File: config.mk
export PLATFORM = sky130hd
export DESIGN_NAME = subexp_with_reference_decoder_top
export DESIGN_NICKNAME = d
export VERILOG_FILES = /design/src/rtl/core/subexp_pkg.sv /design/src/rtl/core/subexp_in_stage.sv /design/src/rtl/core/subexp_core.sv /design/src/rtl/core/subexp_recenter.sv /design/src/rtl/core/subexp_with_reference_decoder_top.sv
export SDC_FILE = /design/constraint.sdc
export NUM_CORES = 1
export LEC_CHECK = 0
export ABC_CLOCK_PERIOD_IN_PS = 10450
export BUFFER_PORTS_ARGS = -buffer_cell sky130_fd_sc_hd__clkbuf_2
export CORE_AREA = 8 8 272 300
export CTS_CLUSTER_SIZE = 8
export DETAILED_ROUTE_END_ITERATION = 8
export DIE_AREA = 0 0 280 308
export PLACE_DENSITY = 0.48
export SYNTH_ARGS = -nofsm -noshare
export SYNTH_HDL_FRONTEND = slang
export SYNTH_SLANG_ARGS = --single-unit
export TNS_END_PERCENT = 20
File: constraint.sdc
create_clock -name clk_i -period 10.45 [get_ports clk_i]
set_input_delay 2.09 -clock clk_i [delete_from_list [all_inputs] [get_ports clk_i]]
set_output_delay 2.09 -clock clk_i [all_outputs]
set_load 0.005 [all_outputs]
File: src/rtl/core/subexp_pkg.sv
package subexp_pkg;

  // Default value width (bounds, reference and result)
  localparam int unsigned VALUE_BITS_DEF = 16;

  // The uniform tail is chosen once the remaining range fits in this many buckets of the next size
  localparam int unsigned SUBEXP_MULT = 3;

  typedef enum logic {
    CMD_START = 1'b0,
    CMD_BIT   = 1'b1
  } subexp_cmd_e;

  // Control part of a registered input request
  typedef struct packed {
    logic        valid;
    subexp_cmd_e cmd;
    logic        coded_bit;
  } subexp_item_ctl_t;

  // Control part of a pending finish request
  typedef struct packed {
    logic valid;
    logic direct;  // empty range: emit the base unchanged
    logic flip;    // reference in the upper half: mirror from the top
  } subexp_fin_ctl_t;

endpackage

File: src/rtl/core/subexp_in_stage.sv
module subexp_in_stage import subexp_pkg::*; #(
  parameter int unsigned VALUE_BITS = VALUE_BITS_DEF
) (
  input  logic                         clk_i,
  input  logic                         rst_ni,
  input  logic                         in_valid_i,
  output logic                         in_stall_o,
  input  logic                         command_i,
  input  logic                         coded_bit_i,
  input  logic signed [VALUE_BITS-1:0] low_bound_i,
  input  logic signed [VALUE_BITS-1:0] high_bound_i,
  input  logic        [3:0]            exp_k_i,
  input  logic signed [VALUE_BITS-1:0] reference_i,
  input  logic                         take_i,
  output subexp_item_ctl_t             item_o,
  output logic        [3:0]            item_k_o,
  output logic        [VALUE_BITS-1:0] item_lo_o,
  output logic        [VALUE_BITS-1:0] item_hi_m1_o,
  output logic signed [VALUE_BITS:0]   item_mx_o,
  output logic signed [VALUE_BITS:0]   item_r_o
);

  localparam int unsigned VB = VALUE_BITS;

  subexp_item_ctl_t      item_q;
  logic [3:0]            k_q;
  logic [VB-1:0]         lo_q;
  logic [VB-1:0]         hi_m1_q;
  logic signed [VB:0]    mx_q;
  logic signed [VB:0]    r_q;

  logic                  accept;
  logic signed [VB:0]    lo_ext;
  logic signed [VB:0]    hi_ext;
  logic signed [VB:0]    ref_ext;

  // Slot drains when the core takes it, so a new request can enter the same cycle
  assign in_stall_o = item_q.valid & ~take_i;
  assign accept     = in_valid_i & ~in_stall_o;

  // Range size and reference offset, formed before the register
  assign lo_ext  = {low_bound_i[VB-1], low_bound_i};
  assign hi_ext  = {high_bound_i[VB-1], high_bound_i};
  assign ref_ext = {reference_i[VB-1], reference_i};

  always_ff @(posedge clk_i or negedge rst_ni) begin
    if (!rst_ni) begin
      item_q  <= '0;
      k_q     <= '0;
      lo_q    <= '0;
      hi_m1_q <= '0;
      mx_q    <= '0;
      r_q     <= '0;
    end else begin
      item_q.valid <= accept | (item_q.valid & ~take_i);
      if (accept) begin
        item_q.cmd       <= subexp_cmd_e'(command_i);
        item_q.coded_bit <= coded_bit_i;
        k_q              <= exp_k_i;
        lo_q             <= low_bound_i;
        hi_m1_q          <= high_bound_i - VB'(1);
        mx_q             <= hi_ext - lo_ext;
        r_q              <= ref_ext - lo_ext;
      end
    end
  end

  assign item_o       = item_q;
  assign item_k_o     = k_q;
  assign item_lo_o    = lo_q;
  assign item_hi_m1_o = hi_m1_q;
  assign item_mx_o    = mx_q;
  assign item_r_o     = r_q;

endmodule

File: src/rtl/core/subexp_core.sv
module subexp_core import subexp_pkg::*; #(
  parameter int unsigned VALUE_BITS = VALUE_BITS_DEF
) (
  input  logic                       clk_i,
  input  logic                       rst_ni,
  input  subexp_item_ctl_t           item_i,
  input  logic        [3:0]          item_k_i,
  input  logic        [VALUE_BITS-1:0] item_lo_i,
  input  logic        [VALUE_BITS-1:0] item_hi_m1_i,
  input  logic signed [VALUE_BITS:0] item_mx_i,
  input  logic signed [VALUE_BITS:0] item_r_i,
  output logic                       take_o,
  input  logic                       out_ready_i,
  output subexp_fin_ctl_t            fin_o,
  output logic        [VALUE_BITS-1:0] fin_raw_o,
  output logic        [VALUE_BITS-1:0] fin_base_o,
  output logic signed [VALUE_BITS:0] fin_reff_o
);

  localparam int unsigned VB  = VALUE_BITS;
  localparam int unsigned PIW = $clog2(VB + 3);
  localparam int unsigned BBW = ((PIW > 4) ? PIW : 4) + 1;
  localparam int unsigned BLW = $clog2(VB);

  typedef enum logic [2:0] {
    PH_IDLE,
    PH_PREFIX,
    PH_LITERAL,
    PH_NS_HEAD,
    PH_NS_TAIL
  } phase_e;

  // Index of the highest set bit
  function automatic logic [BLW-1:0] msb_index(input logic [VB-1:0] x);
    logic [BLW-1:0] idx;
    idx = '0;
    for (int i = 0; i < int'(VB); i++) begin
      if (x[i]) idx = BLW'(i);
    end
    return idx;
  endfunction

  phase_e               phase_q, phase_d;
  logic [PIW-1:0]       pidx_q, pidx_d;
  logic [VB-1:0]        offset_q, offset_d;
  logic [VB-1:0]        rem_q, rem_d;
  logic [VB-1:0]        acc_q, acc_d;
  logic [BLW-1:0]       bl_q, bl_d;
  logic [VB-1:0]        thr_q, thr_d;
  logic [3:0]           k_q, k_d;
  logic [VB-1:0]        job_base_q, job_base_d;
  logic                 job_flip_q, job_flip_d;
  logic signed [VB:0]   job_reff_q, job_reff_d;

  subexp_fin_ctl_t      fin_q;
  logic [VB-1:0]        fin_raw_q;
  logic [VB-1:0]        fin_base_q;
  logic signed [VB:0]   fin_reff_q;

  logic                 s2_free;
  logic                 take;
  logic                 emit;
  logic                 direct;
  logic [VB-1:0]        raw_d;

  logic                 do_decide;
  logic [VB-1:0]        dec_rem;
  logic [VB-1:0]        dec_offset;
  logic [BBW-1:0]       dec_b2;
  logic                 dec_big;
  logic [VB+1:0]        dec_a;
  logic                 dec_ns;
  logic [BLW-1:0]       dec_hb;
  logic [VB-1:0]        dec_thr;

  logic [BBW-1:0]       cur_b2;
  logic [VB-1:0]        cur_a;
  logic                 st_flip;
  logic signed [VB:0]   st_reff;
  logic [VB-1:0]        acc_n;
  logic [BLW-1:0]       bl_n;
  logic [VB:0]          tail_sum;

  assign s2_free = ~fin_q.valid | out_ready_i;
  assign take    = item_i.valid & s2_free;
  assign take_o  = s2_free;

  // Current bucket width and size
  assign cur_b2 = (pidx_q == '0) ? BBW'(k_q) : BBW'(k_q) + BBW'(pidx_q) - BBW'(1);
  assign cur_a  = VB'(1) << cur_b2;

  // Recentering setup for a new job
  assign st_flip = $signed({item_r_i, 1'b0}) > $signed({item_mx_i[VB], item_mx_i});
  assign st_reff = item_mx_i - item_r_i - (VB+1)'(1);

  // Bit shift for literal and uniform parts
  assign acc_n    = {acc_q[VB-2:0], item_i.coded_bit};
  assign bl_n     = bl_q - BLW'(1);
  assign tail_sum = {1'b0, offset_q} + {acc_q, 1'b0} - {1'b0, thr_q}
                    + (VB+1)'(item_i.coded_bit);

  // Escape or uniform tail decision
  assign dec_big = dec_b2 >= BBW'(VB);
  assign dec_a   = (VB+2)'(1) << dec_b2;
  assign dec_ns  = dec_big || ({2'b00, dec_rem} <= dec_a * (VB+2)'(SUBEXP_MULT));
  assign dec_hb  = msb_index(dec_rem);
  assign dec_thr = VB'(((VB+1)'(2) << dec_hb) - {1'b0, dec_rem});

  // Next-state logic for one request
  always_comb begin
    phase_d    = phase_q;
    pidx_d     = pidx_q;
    offset_d   = offset_q;
    rem_d      = rem_q;
    acc_d      = acc_q;
    bl_d       = bl_q;
    thr_d      = thr_q;
    k_d        = k_q;
    job_base_d = job_base_q;
    job_flip_d = job_flip_q;
    job_reff_d = job_reff_q;
    emit       = 1'b0;
    direct     = 1'b0;
    raw_d      = '0;
    do_decide  = 1'b0;
    dec_rem    = rem_q;
    dec_offset = offset_q;
    dec_b2     = cur_b2;

    if (item_i.cmd == CMD_START) begin
      pidx_d = '0;
      acc_d  = '0;
      bl_d   = '0;
      k_d    = item_k_i;
      if (item_mx_i[VB] || (item_mx_i == '0)) begin
        // empty range: emit the lower bound
        job_base_d = item_lo_i;
        job_flip_d = 1'b0;
        job_reff_d = '0;
        emit       = 1'b1;
        direct     = 1'b1;
        phase_d    = PH_IDLE;
      end else begin
        job_flip_d = st_flip;
        job_reff_d = st_flip ? st_reff : item_r_i;
        job_base_d = st_flip ? item_hi_m1_i : item_lo_i;
        dec_rem    = item_mx_i[VB-1:0];
        dec_offset = '0;
        dec_b2     = BBW'(item_k_i);
        do_decide  = 1'b1;
      end
    end else begin
      case (phase_q)
        PH_PREFIX: begin
          if (item_i.coded_bit) begin
            dec_offset = offset_q + cur_a;
            dec_rem    = rem_q - cur_a;
            dec_b2     = BBW'(k_q) + BBW'(pidx_q);
            pidx_d     = pidx_q + PIW'(1);
            do_decide  = 1'b1;
          end else if (cur_b2 == '0) begin
            emit    = 1'b1;
            raw_d   = offset_q;
            phase_d = PH_IDLE;
          end else begin
            bl_d    = BLW'(cur_b2);
            acc_d   = '0;
            phase_d = PH_LITERAL;
          end
        end
        PH_LITERAL: begin
          acc_d = acc_n;
          bl_d  = bl_n;
          if (bl_n == '0) begin
            emit    = 1'b1;
            raw_d   = offset_q + acc_n;
            phase_d = PH_IDLE;
          end
        end
        PH_NS_HEAD: begin
          acc_d = acc_n;
          bl_d  = bl_n;
          if (bl_n == '0) begin
            if (acc_n < thr_q) begin
              emit    = 1'b1;
              raw_d   = offset_q + acc_n;
              phase_d = PH_IDLE;
            end else begin
              phase_d = PH_NS_TAIL;
            end
          end
        end
        PH_NS_TAIL: begin
          emit    = 1'b1;
          raw_d   = tail_sum[VB-1:0];
          phase_d = PH_IDLE;
        end
        default: begin
          // bits while idle are dropped
          phase_d = phase_q;
        end
      endcase
    end

    // Shared decision after a start or an escape one
    if (do_decide) begin
      offset_d = dec_offset;
      rem_d    = dec_rem;
      if (dec_ns) begin
        thr_d = dec_thr;
        bl_d  = dec_hb;
        acc_d = '0;
        if (dec_hb == '0) begin
          emit    = 1'b1;
          raw_d   = dec_offset;
          phase_d = PH_IDLE;
        end else begin
          phase_d = PH_NS_HEAD;
        end
      end else begin
        phase_d = PH_PREFIX;
      end
    end
  end

  // Decoder state and finish request register
  always_ff @(posedge clk_i or negedge rst_ni) begin
    if (!rst_ni) begin
      phase_q    <= PH_IDLE;
      pidx_q     <= '0;
      offset_q   <= '0;
      rem_q      <= '0;
      acc_q      <= '0;
      bl_q       <= '0;
      thr_q      <= '0;
      k_q        <= '0;
      job_base_q <= '0;
      job_flip_q <= 1'b0;
      job_reff_q <= '0;
      fin_q      <= '0;
      fin_raw_q  <= '0;
      fin_base_q <= '0;
      fin_reff_q <= '0;
    end else begin
      if (take) begin
        phase_q    <= phase_d;
        pidx_q     <= pidx_d;
        offset_q   <= offset_d;
        rem_q      <= rem_d;
        acc_q      <= acc_d;
        bl_q       <= bl_d;
        thr_q      <= thr_d;
        k_q        <= k_d;
        job_base_q <= job_base_d;
        job_flip_q <= job_flip_d;
        job_reff_q <= job_reff_d;
      end
      if (s2_free) begin
        fin_q.valid  <= take & emit;
        fin_q.direct <= direct;
        fin_q.flip   <= job_flip_d;
        fin_raw_q    <= raw_d;
        fin_base_q   <= job_base_d;
        fin_reff_q   <= job_reff_d;
      end
    end
  end

  assign fin_o      = fin_q;
  assign fin_raw_o  = fin_raw_q;
  assign fin_base_o = fin_base_q;
  assign fin_reff_o = fin_reff_q;

endmodule

File: src/rtl/core/subexp_recenter.sv
module subexp_recenter import subexp_pkg::*; #(
  parameter int unsigned VALUE_BITS = VALUE_BITS_DEF
) (
  input  logic                         clk_i,
  input  logic                         rst_ni,
  input  subexp_fin_ctl_t              fin_i,
  input  logic        [VALUE_BITS-1:0] fin_raw_i,
  input  logic        [VALUE_BITS-1:0] fin_base_i,
  input  logic signed [VALUE_BITS:0]   fin_reff_i,
  output logic                         out_ready_o,
  output logic                         out_valid_o,
  input  logic                         out_stall_i,
  output logic signed [VALUE_BITS-1:0] value_o
);

  localparam int unsigned VB = VALUE_BITS;

  logic                 out_valid_q;
  logic [VB-1:0]        value_q;
  logic [VB-1:0]        value_d;
  logic                 out_ready;
  logic                 gt;
  logic [VB-1:0]        h_odd;
  logic [VB-1:0]        h_even;
  logic [VB-1:0]        u;

  assign out_ready = ~out_valid_q | ~out_stall_i;

  // Undo recentering around the reference; sums wrap at the value width
  assign gt     = $signed({2'b00, fin_raw_i}) > $signed({fin_reff_i, 1'b0});
  assign h_odd  = VB'(({1'b0, fin_raw_i} + (VB+1)'(1)) >> 1);
  assign h_even = fin_raw_i >> 1;

  always_comb begin
    if (fin_i.direct) begin
      u = '0;
    end else if (gt) begin
      u = fin_raw_i;
    end else if (fin_raw_i[0]) begin
      u = fin_reff_i[VB-1:0] - h_odd;
    end else begin
      u = fin_reff_i[VB-1:0] + h_even;
    end
    value_d = fin_i.flip ? fin_base_i - u : fin_base_i + u;
  end

  // Output register
  always_ff @(posedge clk_i or negedge rst_ni) begin
    if (!rst_ni) begin
      out_valid_q <= 1'b0;
      value_q     <= '0;
    end else if (out_ready) begin
      out_valid_q <= fin_i.valid;
      value_q     <= value_d;
    end
  end

  assign out_ready_o = out_ready;
  assign out_valid_o = out_valid_q;
  assign value_o     = value_q;

endmodule

File: src/rtl/core/subexp_with_reference_decoder_top.sv
// Path: a request that completes a value passes the input register, the decoder state and
// finish request register, and the output register before it shows on out_valid_o.
// Throughput: one request per cycle while out_stall_i is low; subexp_core updates its state per request.
// Requests that complete nothing (most coded bits) leave no trace at the output.
// Reset: asynchronous, active low; decoder returns to idle and all stages empty.
module subexp_with_reference_decoder_top import subexp_pkg::*; #(
  parameter int unsigned VALUE_BITS = VALUE_BITS_DEF
) (
  input  logic                         clk_i,
  input  logic                         rst_ni,
  input  logic                         in_valid_i,
  output logic                         in_stall_o,
  input  logic                         command_i,
  input  logic                         coded_bit_i,
  input  logic signed [VALUE_BITS-1:0] low_bound_i,
  input  logic signed [VALUE_BITS-1:0] high_bound_i,
  input  logic        [3:0]            exp_k_i,
  input  logic signed [VALUE_BITS-1:0] reference_i,
  output logic                         out_valid_o,
  input  logic                         out_stall_i,
  output logic signed [VALUE_BITS-1:0] value_o
);

  subexp_item_ctl_t              item;
  logic        [3:0]             item_k;
  logic        [VALUE_BITS-1:0]  item_lo;
  logic        [VALUE_BITS-1:0]  item_hi_m1;
  logic signed [VALUE_BITS:0]    item_mx;
  logic signed [VALUE_BITS:0]    item_r;
  logic                          take;
  logic                          out_ready;
  subexp_fin_ctl_t               fin;
  logic        [VALUE_BITS-1:0]  fin_raw;
  logic        [VALUE_BITS-1:0]  fin_base;
  logic signed [VALUE_BITS:0]    fin_reff;

  subexp_in_stage #(.VALUE_BITS(VALUE_BITS)) u_in_stage (
    .clk_i        (clk_i),
    .rst_ni       (rst_ni),
    .in_valid_i   (in_valid_i),
    .in_stall_o   (in_stall_o),
    .command_i    (command_i),
    .coded_bit_i  (coded_bit_i),
    .low_bound_i  (low_bound_i),
    .high_bound_i (high_bound_i),
    .exp_k_i      (exp_k_i),
    .reference_i  (reference_i),
    .take_i       (take),
    .item_o       (item),
    .item_k_o     (item_k),
    .item_lo_o    (item_lo),
    .item_hi_m1_o (item_hi_m1),
    .item_mx_o    (item_mx),
    .item_r_o     (item_r)
  );

  subexp_core #(.VALUE_BITS(VALUE_BITS)) u_core (
    .clk_i        (clk_i),
    .rst_ni       (rst_ni),
    .item_i       (item),
    .item_k_i     (item_k),
    .item_lo_i    (item_lo),
    .item_hi_m1_i (item_hi_m1),
    .item_mx_i    (item_mx),
    .item_r_i     (item_r),
    .take_o       (take),
    .out_ready_i  (out_ready),
    .fin_o        (fin),
    .fin_raw_o    (fin_raw),
    .fin_base_o   (fin_base),
    .fin_reff_o   (fin_reff)
  );

  subexp_recenter #(.VALUE_BITS(VALUE_BITS)) u_recenter (
    .clk_i       (clk_i),
    .rst_ni      (rst_ni),
    .fin_i       (fin),
    .fin_raw_i   (fin_raw),
    .fin_base_i  (fin_base),
    .fin_reff_i  (fin_reff),
    .out_ready_o (out_ready),
    .out_valid_o (out_valid_o),
    .out_stall_i (out_stall_i),
    .value_o     (value_o)
  );

endmodule

==> summary.md, run 1 <==
| Metric | Value |
|---|---|
| CTS Buf Count | `38` |
| DR vias/cell | `around 5.2` |
| Gpl congestion | `0.883` |
| H-tree levels | `2` |
| Number of global-route vias before repair | `approximately 20000` |
| Die H | `308 µm` |
| Maximum VDD drop | `around 0.00021 V` |
| Iter 0 DRT Violations | `approximately 1200` |
| Cells after DPL | `~3800` |
| Core area | `roughly 77000 µm²` |
| Finished Cell Area | `25300 µm²` |
| Unrepaired setup endpoints after global routing | `false` |
| Max Root-Sink Buffers | `3` |
| IO Port Bufs | `75` |
| Pwr dens | `about 320 nW/µm²` |
| TNS Setup | `0 ps` |
| Worst slew margin | `0.231` |
| Clock tree root buffer cell | `clkbuf_16` |
| MaxCap Viol Count | `0` |
| Clock latency at the later pin of the worst-skew pair | `~560 ps` |
| Drt first pass iters | `6` |
| Sw Share | `0.485` |
| Final nets | `~3200` |
| TritonCTS clock tree | `yes` |
| Remaining antenna violation count | `0` |
| CP Capture Type | `register` |
| Cell Rows | `~110` |
| Number of library cell types mapped by synthesis | `95` |
| Clock sink count | `255` |
| Io pins | `76` |
| Worst Tran Pin Value | `between 1000 and 1500 ps` |
| Part of the power in registers | `0.197` |
| Hold/Removal Path Class | `reg2reg` |
| Fmax | `around 120 MHz` |
| Layout cells sized above 1 | `0.0763` |
| Post-Route WL | `~72000 µm` |
| Crit path max fanout | `6` |
| Syn_area_per_cell | `~8.2 µm²` |
| Via count | `roughly 20000` |
| Number of buffers and inverters on the critical path | `3` |
| Critical path arrival | `8930 ps` |
| Gate Count Post-Synth | `between 2000 and 3000` |
| Total power | `approximately 8 mW` |
| Final worst path period need | `approximately 8500 ps` |
| Worst Skew | `around 27 ps` |
| Worst Setup Start Kind | `register` |
| Crit-path leading delay family | `simple AND/OR/NAND/NOR gates` |
| Seq/Total Area, Yosys | `0.280` |
| Net Count, Synth | `just over 3000` |
| Warnings from Yosys | `0` |
| Global route overflow | `0` |
| Largest net degree at the start of global routing | `152` |
| Cts repair resizes | `0` |
| P&R area growth vs syn | `11.2%` |
| Fin cells | `3867` |
| Initial antenna violation count | `0` |
| Final Util | `0.330` |
| Final HPWL DP | `approximately 55000 µm` |
| Hold Slack | `about 480 ps` |
| Net Switching | `between 3 and 4 mW` |
| Register bit total from synthesis | `approximately 260` |
| EDFF count, synth | `0` |
| Top FF cell, synth | `dfrtp_1` |
| Setup violators final | `0` |
| P_int | `4.22 mW` |
| Initial Util | `0.297` |
| Slowest CP cell | `fa_1` |
| CP Data Required Time | `10880 ps` |
| Hold_buf cts | `0` |
| Hold Vio Cnt, Final | `0` |
| DRC viols | `0` |
| Status | `complete, no violations` |
| Post-CTS setup buffers | `0` |
| Leakage | `roughly 12 nW` |
| Period utilization | `0.813` |
| Clk pwr share | `0.139` |
| WS Path Type | `reg2reg` |
| First-pass GRT wire length | `around 110000 µm` |
| Total track usage | `0.163` |
| DIE WIDTH | `about 280 µm` |
| Slew Viols, Final | `0` |
| Largest stage delay, worst path | `480 ps` |
| Die area | `86200 µm²` |
| Pre-CTS setup slack | `roughly 2000 ps` |
| Synth async-reset ratio | `1.00` |
| Final worst slack | `about 2000 ps` |
| Combinational power share | `0.664` |
| WL per Instance | `approximately 19 µm` |
| Worst-path clk slew | `around 50 ps` |
| Placed inst area | `24300 µm²` |
| Post-Syn Area | `22800 µm²` |
==> path summary, 6_finish.rpt <==
| kind | from | to | slack (ps) | cells past startpoint |
|---|---|---|---|---|
| worst max-delay path | u_core.k_q[0] | u_core.thr_q[15] | 1960 | 35 |
| worst min-delay path | u_in_stage.item_hi_m1_o[9] | u_in_stage.item_hi_m1_o[9] | 480 | 2 |
| worst max register to register | u_core.k_q[0] | u_core.thr_q[15] | 1960 | 35 |
| worst min register to register | u_in_stage.item_hi_m1_o[9] | u_in_stage.item_hi_m1_o[9] | 480 | 2 |
| max in group asynchronous | rst_ni | u_recenter.value_o[6] | 7360 | 2 |
| min in group asynchronous | rst_ni | u_core.thr_q[15] | 1550 | 1 |
==> cells by family after synthesis <==
logic type                 synth area share
adders and majority gates             0.157
muxes                                0.0336
and+or+nand+nor                       0.179
buffers and inverters                0.0571
DFF                                   0.280
AOI/OAI and AO/OA                     0.225
xor gates and xnor gates             0.0681
==> cell usage after synthesis (52+ instances only) <==
master / n / share of area
dfrtp_1: 255 / 0.28
o21ai_0: 239 / 0.053
a211oi_1: 52 / 0.017
a21o_1: 80 / 0.026
ha_1: 244 / 0.13
a21oi_1: 182 / 0.040
nand2_1: 313 / 0.052
xnor2_1: 97 / 0.037
clkbuf_1: 83 / 0.014
mux2i_1: 55 / 0.024
inv_1: 237 / 0.039
nor3_1: 56 / 0.012
nor2_1: 246 / 0.041
xor2_1: 80 / 0.031
==> layout by cell type (no fill, tap or decap), types with 11 or more instances in the layout <==
master       n
o21ai_0    239
nand4_1     16
o21a_1      24
a211oi_1    51
dfrtp_1    254
nand3_1     43
ha_1       244
and3_1      16
o31ai_1     20
o21bai_1    12
nand2b_1    33
xnor2_1     97
a21o_1      80
a31oi_1     23
a22o_1      28
a21boi_0    13
a21oi_1    182
mux2i_1     55
nor2_1     245
or3_1       11
fa_1        26
o211ai_1    17
nor4_1      16
buf_4       20
or2_2       18
nand2_1    313
xor2_1      80
and2_1      14
clkbuf_2    74
nor3_1      56
a22oi_1     12
clkbuf_16   38
mux2_2      17
inv_1      237
nor2b_1     35
==> flip-flops by register name, indices dropped and copies added, names as in the netlist, 4 cells and up <==
signal                   flops
u_core.thr_q                16
u_core.job_reff_q           17
u_core.fin_raw_o            16
u_core.k_q                   4
u_in_stage.item_hi_m1_o     16
u_in_stage.item_lo_o        16
u_in_stage.item_mx_o        17
u_core.acc_q                15
u_in_stage.item_r_o         17
u_core.bl_q                  4
u_core.fin_base_o           16
u_core.fin_reff_o           17
u_recenter.value_o          16
u_core.job_base_q           16
u_in_stage.item_k_o          4
u_core.rem_q                16
u_core.offset_q             16
u_core.pidx_q                5
==> area by class of cell <==
| class | count | area, µm² |
|---|---|---|
| antenna | 1 | 2.50 |
| clock buffer | 43 | 980 |
| clock inverter | 4 | 67.6 |
| fill | 8060 | 51400 |
| inverter | 238 | 893 |
| multi-input combinational | 2195 | 15100 |
| sequential | 255 | 6380 |
| tap | 1035 | 1290 |
| timing repair buffer | 96 | 556 |
==> power by group through the flow <==
stage | clock network, mW | registers, mW | logic [mW]
2_1_floorplan | 0 | 1.48 | 4.18
3_3_place_gp | 0 | 1.63 | 5.39
3_5_place_dp | 0 | 1.63 | 5.44
4_1_cts | 1.18 | 1.62 | 5.48
5_1_grt | 1.21 | 1.65 | 6.16
6_report | 1.14 | 1.61 | 5.44
==> metal layers <==
| metal | GRT usage | vias to the layer above | wire (µm) | part of all wire |
|---|---|---|---|---|
| met2 | 0.280 | 342 | 34100 | 0.48 |
| li1 | - | 9899 | - | - |
| met4 | 0.0543 | 0 | 2290 | 0.032 |
| met3 | 0.0172 | 119 | 2030 | 0.028 |
| met1 | 0.214 | 9592 | 33300 | 0.46 |
| met5 | 0 | - | 0 | 0 |
==> tightest hold or removal path: stages, from the launching register on <==
cell	delay, ps
dfrtp_1	330
nand2_1	50
o21ai_0	60
No activity file was read; power rests on OpenSTA's default activity.
==> run 2: changes to the inputs <==
Settings changed: ABC_CLOCK_PERIOD_IN_PS 10450 to 7500, PLACE_DENSITY 0.48 to 0.5.
Clock period 10.45 ns to 7.5 ns, I/O delays scaled along.
==> run 2 against run 1 <==
  * Count of clock-buffer cells in the layout increased by 3
  * Critical path depth increased by 3
  * First-iteration DRC count decreased by 1.5%
  * Critical endpoint is now u_core.thr_q[12]
  * Largest cell class unchanged
==> summary.md, run 2 (synthesis results as in run 1) <==
| Metric | Value |
|---|---|
| Status | `complete, no violations` |
| Critical path's most frequent cell | `a21o_1` |
| Number of global-route vias before repair | `about 20000` |
| Iter 0 DRT Violations | `~1200` |
| WL per Instance | `about 18 µm` |
| Top Metal Used | `met4` |
| Finished Cell Area | `~27000 µm²` |
| Clock latency at the later pin of the worst-skew pair | `580 ps` |
| Drt first pass iters | `7` |
| Io pins | `76` |
| Worst-path clk slew | `50 ps` |
| Ant diodes | `0` |
| Hold Slack | `477 ps` |
| Period utilization | `0.951` |
| Layout cells sized above 1 | `0.140` |
| TritonCTS clock tree | `yes` |
| Most common cell after layout, fill and taps aside | `nand2_1` |
| Via count | `approximately 20000` |
| Post-Route WL | `71000 µm` |
| WL met2 | `33600 µm` |
| IO Port Bufs | `75` |
| Commonest non-fill, non-tap cells in the layout | `306 x nand2_1, 254 x dfrtp_1, 239 x nor2_1, 237 x inv_1, 237 x ha_1` |
| Die H | `308 µm` |
| TNS Setup | `0 ps` |
| P&R area growth vs syn | `17.6%` |
| Setup violators final | `0` |
| Clock tree root buffer cell | `clkbuf_16` |
| Placed inst area | `about 25000 µm²` |
| Remaining antenna violation count | `0` |
| DRC viols | `0` |
| Global route overflow | `0` |
| CP Capture Type | `register` |
| Hold_buf cts | `0` |
| Final worst path period need | `a little over 7000 ps` |
| Maximum VDD drop | `0.000241 V` |
| CTS Buf Count | `39` |
| Wl on met1 | `between 30000 and 40000 µm` |
| MaxCap Viol Count | `0` |
| Leakage | `between 10 and 15 nW` |
| H-tree levels | `2` |
| Gpl congestion | `0.937` |
| Final nets | `between 3000 and 4000` |
| Worst Skew | `~19 ps` |
| Worst Tran Pin Value | `around 1200 ps` |
| DIE WIDTH | `280 µm` |
| Hold Vio Cnt, Final | `0` |
| Largest net degree at the start of global routing | `just over 100` |
| Clock sink count | `about 260` |
| Max Root-Sink Buffers | `3` |
| Largest stage delay, worst path | `470 ps` |
| Cells after DPL | `slightly below 4000` |
| Initial antenna violation count | `0` |
| Total track usage | `0.163` |
| Hold/Removal Path Class | `reg2reg` |
| Crit-path leading delay family | `compound AO/OA/AOI/OAI gates` |
| WS Path Type | `reg2reg` |
| Slowest CP cell | `or3b_2` |
| First-pass GRT wire length | `about 110000 µm` |
| Cell Rows | `roughly 110` |
| Die area | `between 80000 and 90000 µm²` |
| CP Data Required Time | `between 7000 and 8000 ps` |
| DR vias/cell | `about 5.0` |
| Total power | `between 10 and 15 mW` |
| Initial Util | `0.297` |
| Pwr dens | `457 nW/µm²` |
| Met3 wire length | `2090 µm` |
| Fin cells | `4009` |
| Slew Viols, Final | `0` |
| Critical path arrival | `roughly 7600 ps` |
| Final HPWL DP | `around 56000 µm` |
| Crit path max fanout | `5` |
| Fmax | `approximately 140 MHz` |
| Number of buffers and inverters on the critical path | `5` |
| Worst Setup Start Kind | `register` |
| Core area | `between 70000 and 80000 µm²` |
| Worst slew margin | `0.214` |
run 2: cell types whose count changed in the layout (fill, tap and decap cells not counted), sizes merged:
cell,change
buf,+139
clkbuf,+3
clkinv,-1
inv,+1
bufinv,+1
diode,-1
run 2: repair_timing:
action | in CTS | in global routing
gates resized for setup | 6 | 73
pin swaps | 3 | 15
buffers inserted | 0 | 7
endpoints found under the setup margin | 5 | 51
run 2: through the flow:
stage	setup WS, ps	util
after floorplan	70.1	-
after global placement	-67.5	0.330
after detailed placement	-125	0.330
after CTS	54.6	0.345
after global routing	-16.4	0.349
final	366	0.349
run 2: final timing paths:
| path | from | end | slack [ps] | cells past startpoint |
|---|---|---|---|---|
| setup / recovery | u_core.k_q[0] | u_core.thr_q[12] | 370 | 38 |
| hold / removal | u_core.job_base_q[2] | u_core.job_base_q[2] | 480 | 2 |
| setup reg to reg | u_core.k_q[0] | u_core.thr_q[12] | 370 | 38 |
| hold reg to reg | u_core.job_base_q[2] | u_core.job_base_q[2] | 480 | 2 |
| max in group asynchronous | rst_ni | u_in_stage.item_lo_o[10] | 5040 | 2 |
| min in group asynchronous | rst_ni | u_core.rem_q[12] | 1010 | 1 |
run 2: final cells by class:
| class | instances | area (µm²) |
|---|---|---|
| timing repair buffer | 235 | 1610 |
| tap | 1035 | 1290 |
| inverter | 238 | 893 |
| clock buffer | 46 | 1040 |
| multi-input combinational | 2195 | 15400 |
| clock inverter | 5 | 115 |
| fill | 8064 | 49900 |
| sequential | 255 | 6380 |
run 2: worst register-to-register path: cells and delay by family, from the launching register on:
kind                       cells  cell delay, ps
AOI/OAI and AO/OA             14            2580
xor gates and xnor gates       3             290
adders and majority gates      4            1260
buffers and inverters          5             660
DFF                            1             350
muxes                          1             260
and+or+nand+nor               11            1610
run 2: layer usage:
metal / global-route usage / vias to the layer above
met1: 0.212 / 9554
met3: 0.0186 / 109
met5: 0 / -
met2: 0.275 / 286
met4: 0.0606 / 0
li1: - / 10200
run 2: power by group:
group          switching (mW)  internal, mW
clock                   0.698          1.02
combinational            4.62          3.68
sequential              0.411          1.80
total                    5.73          6.50
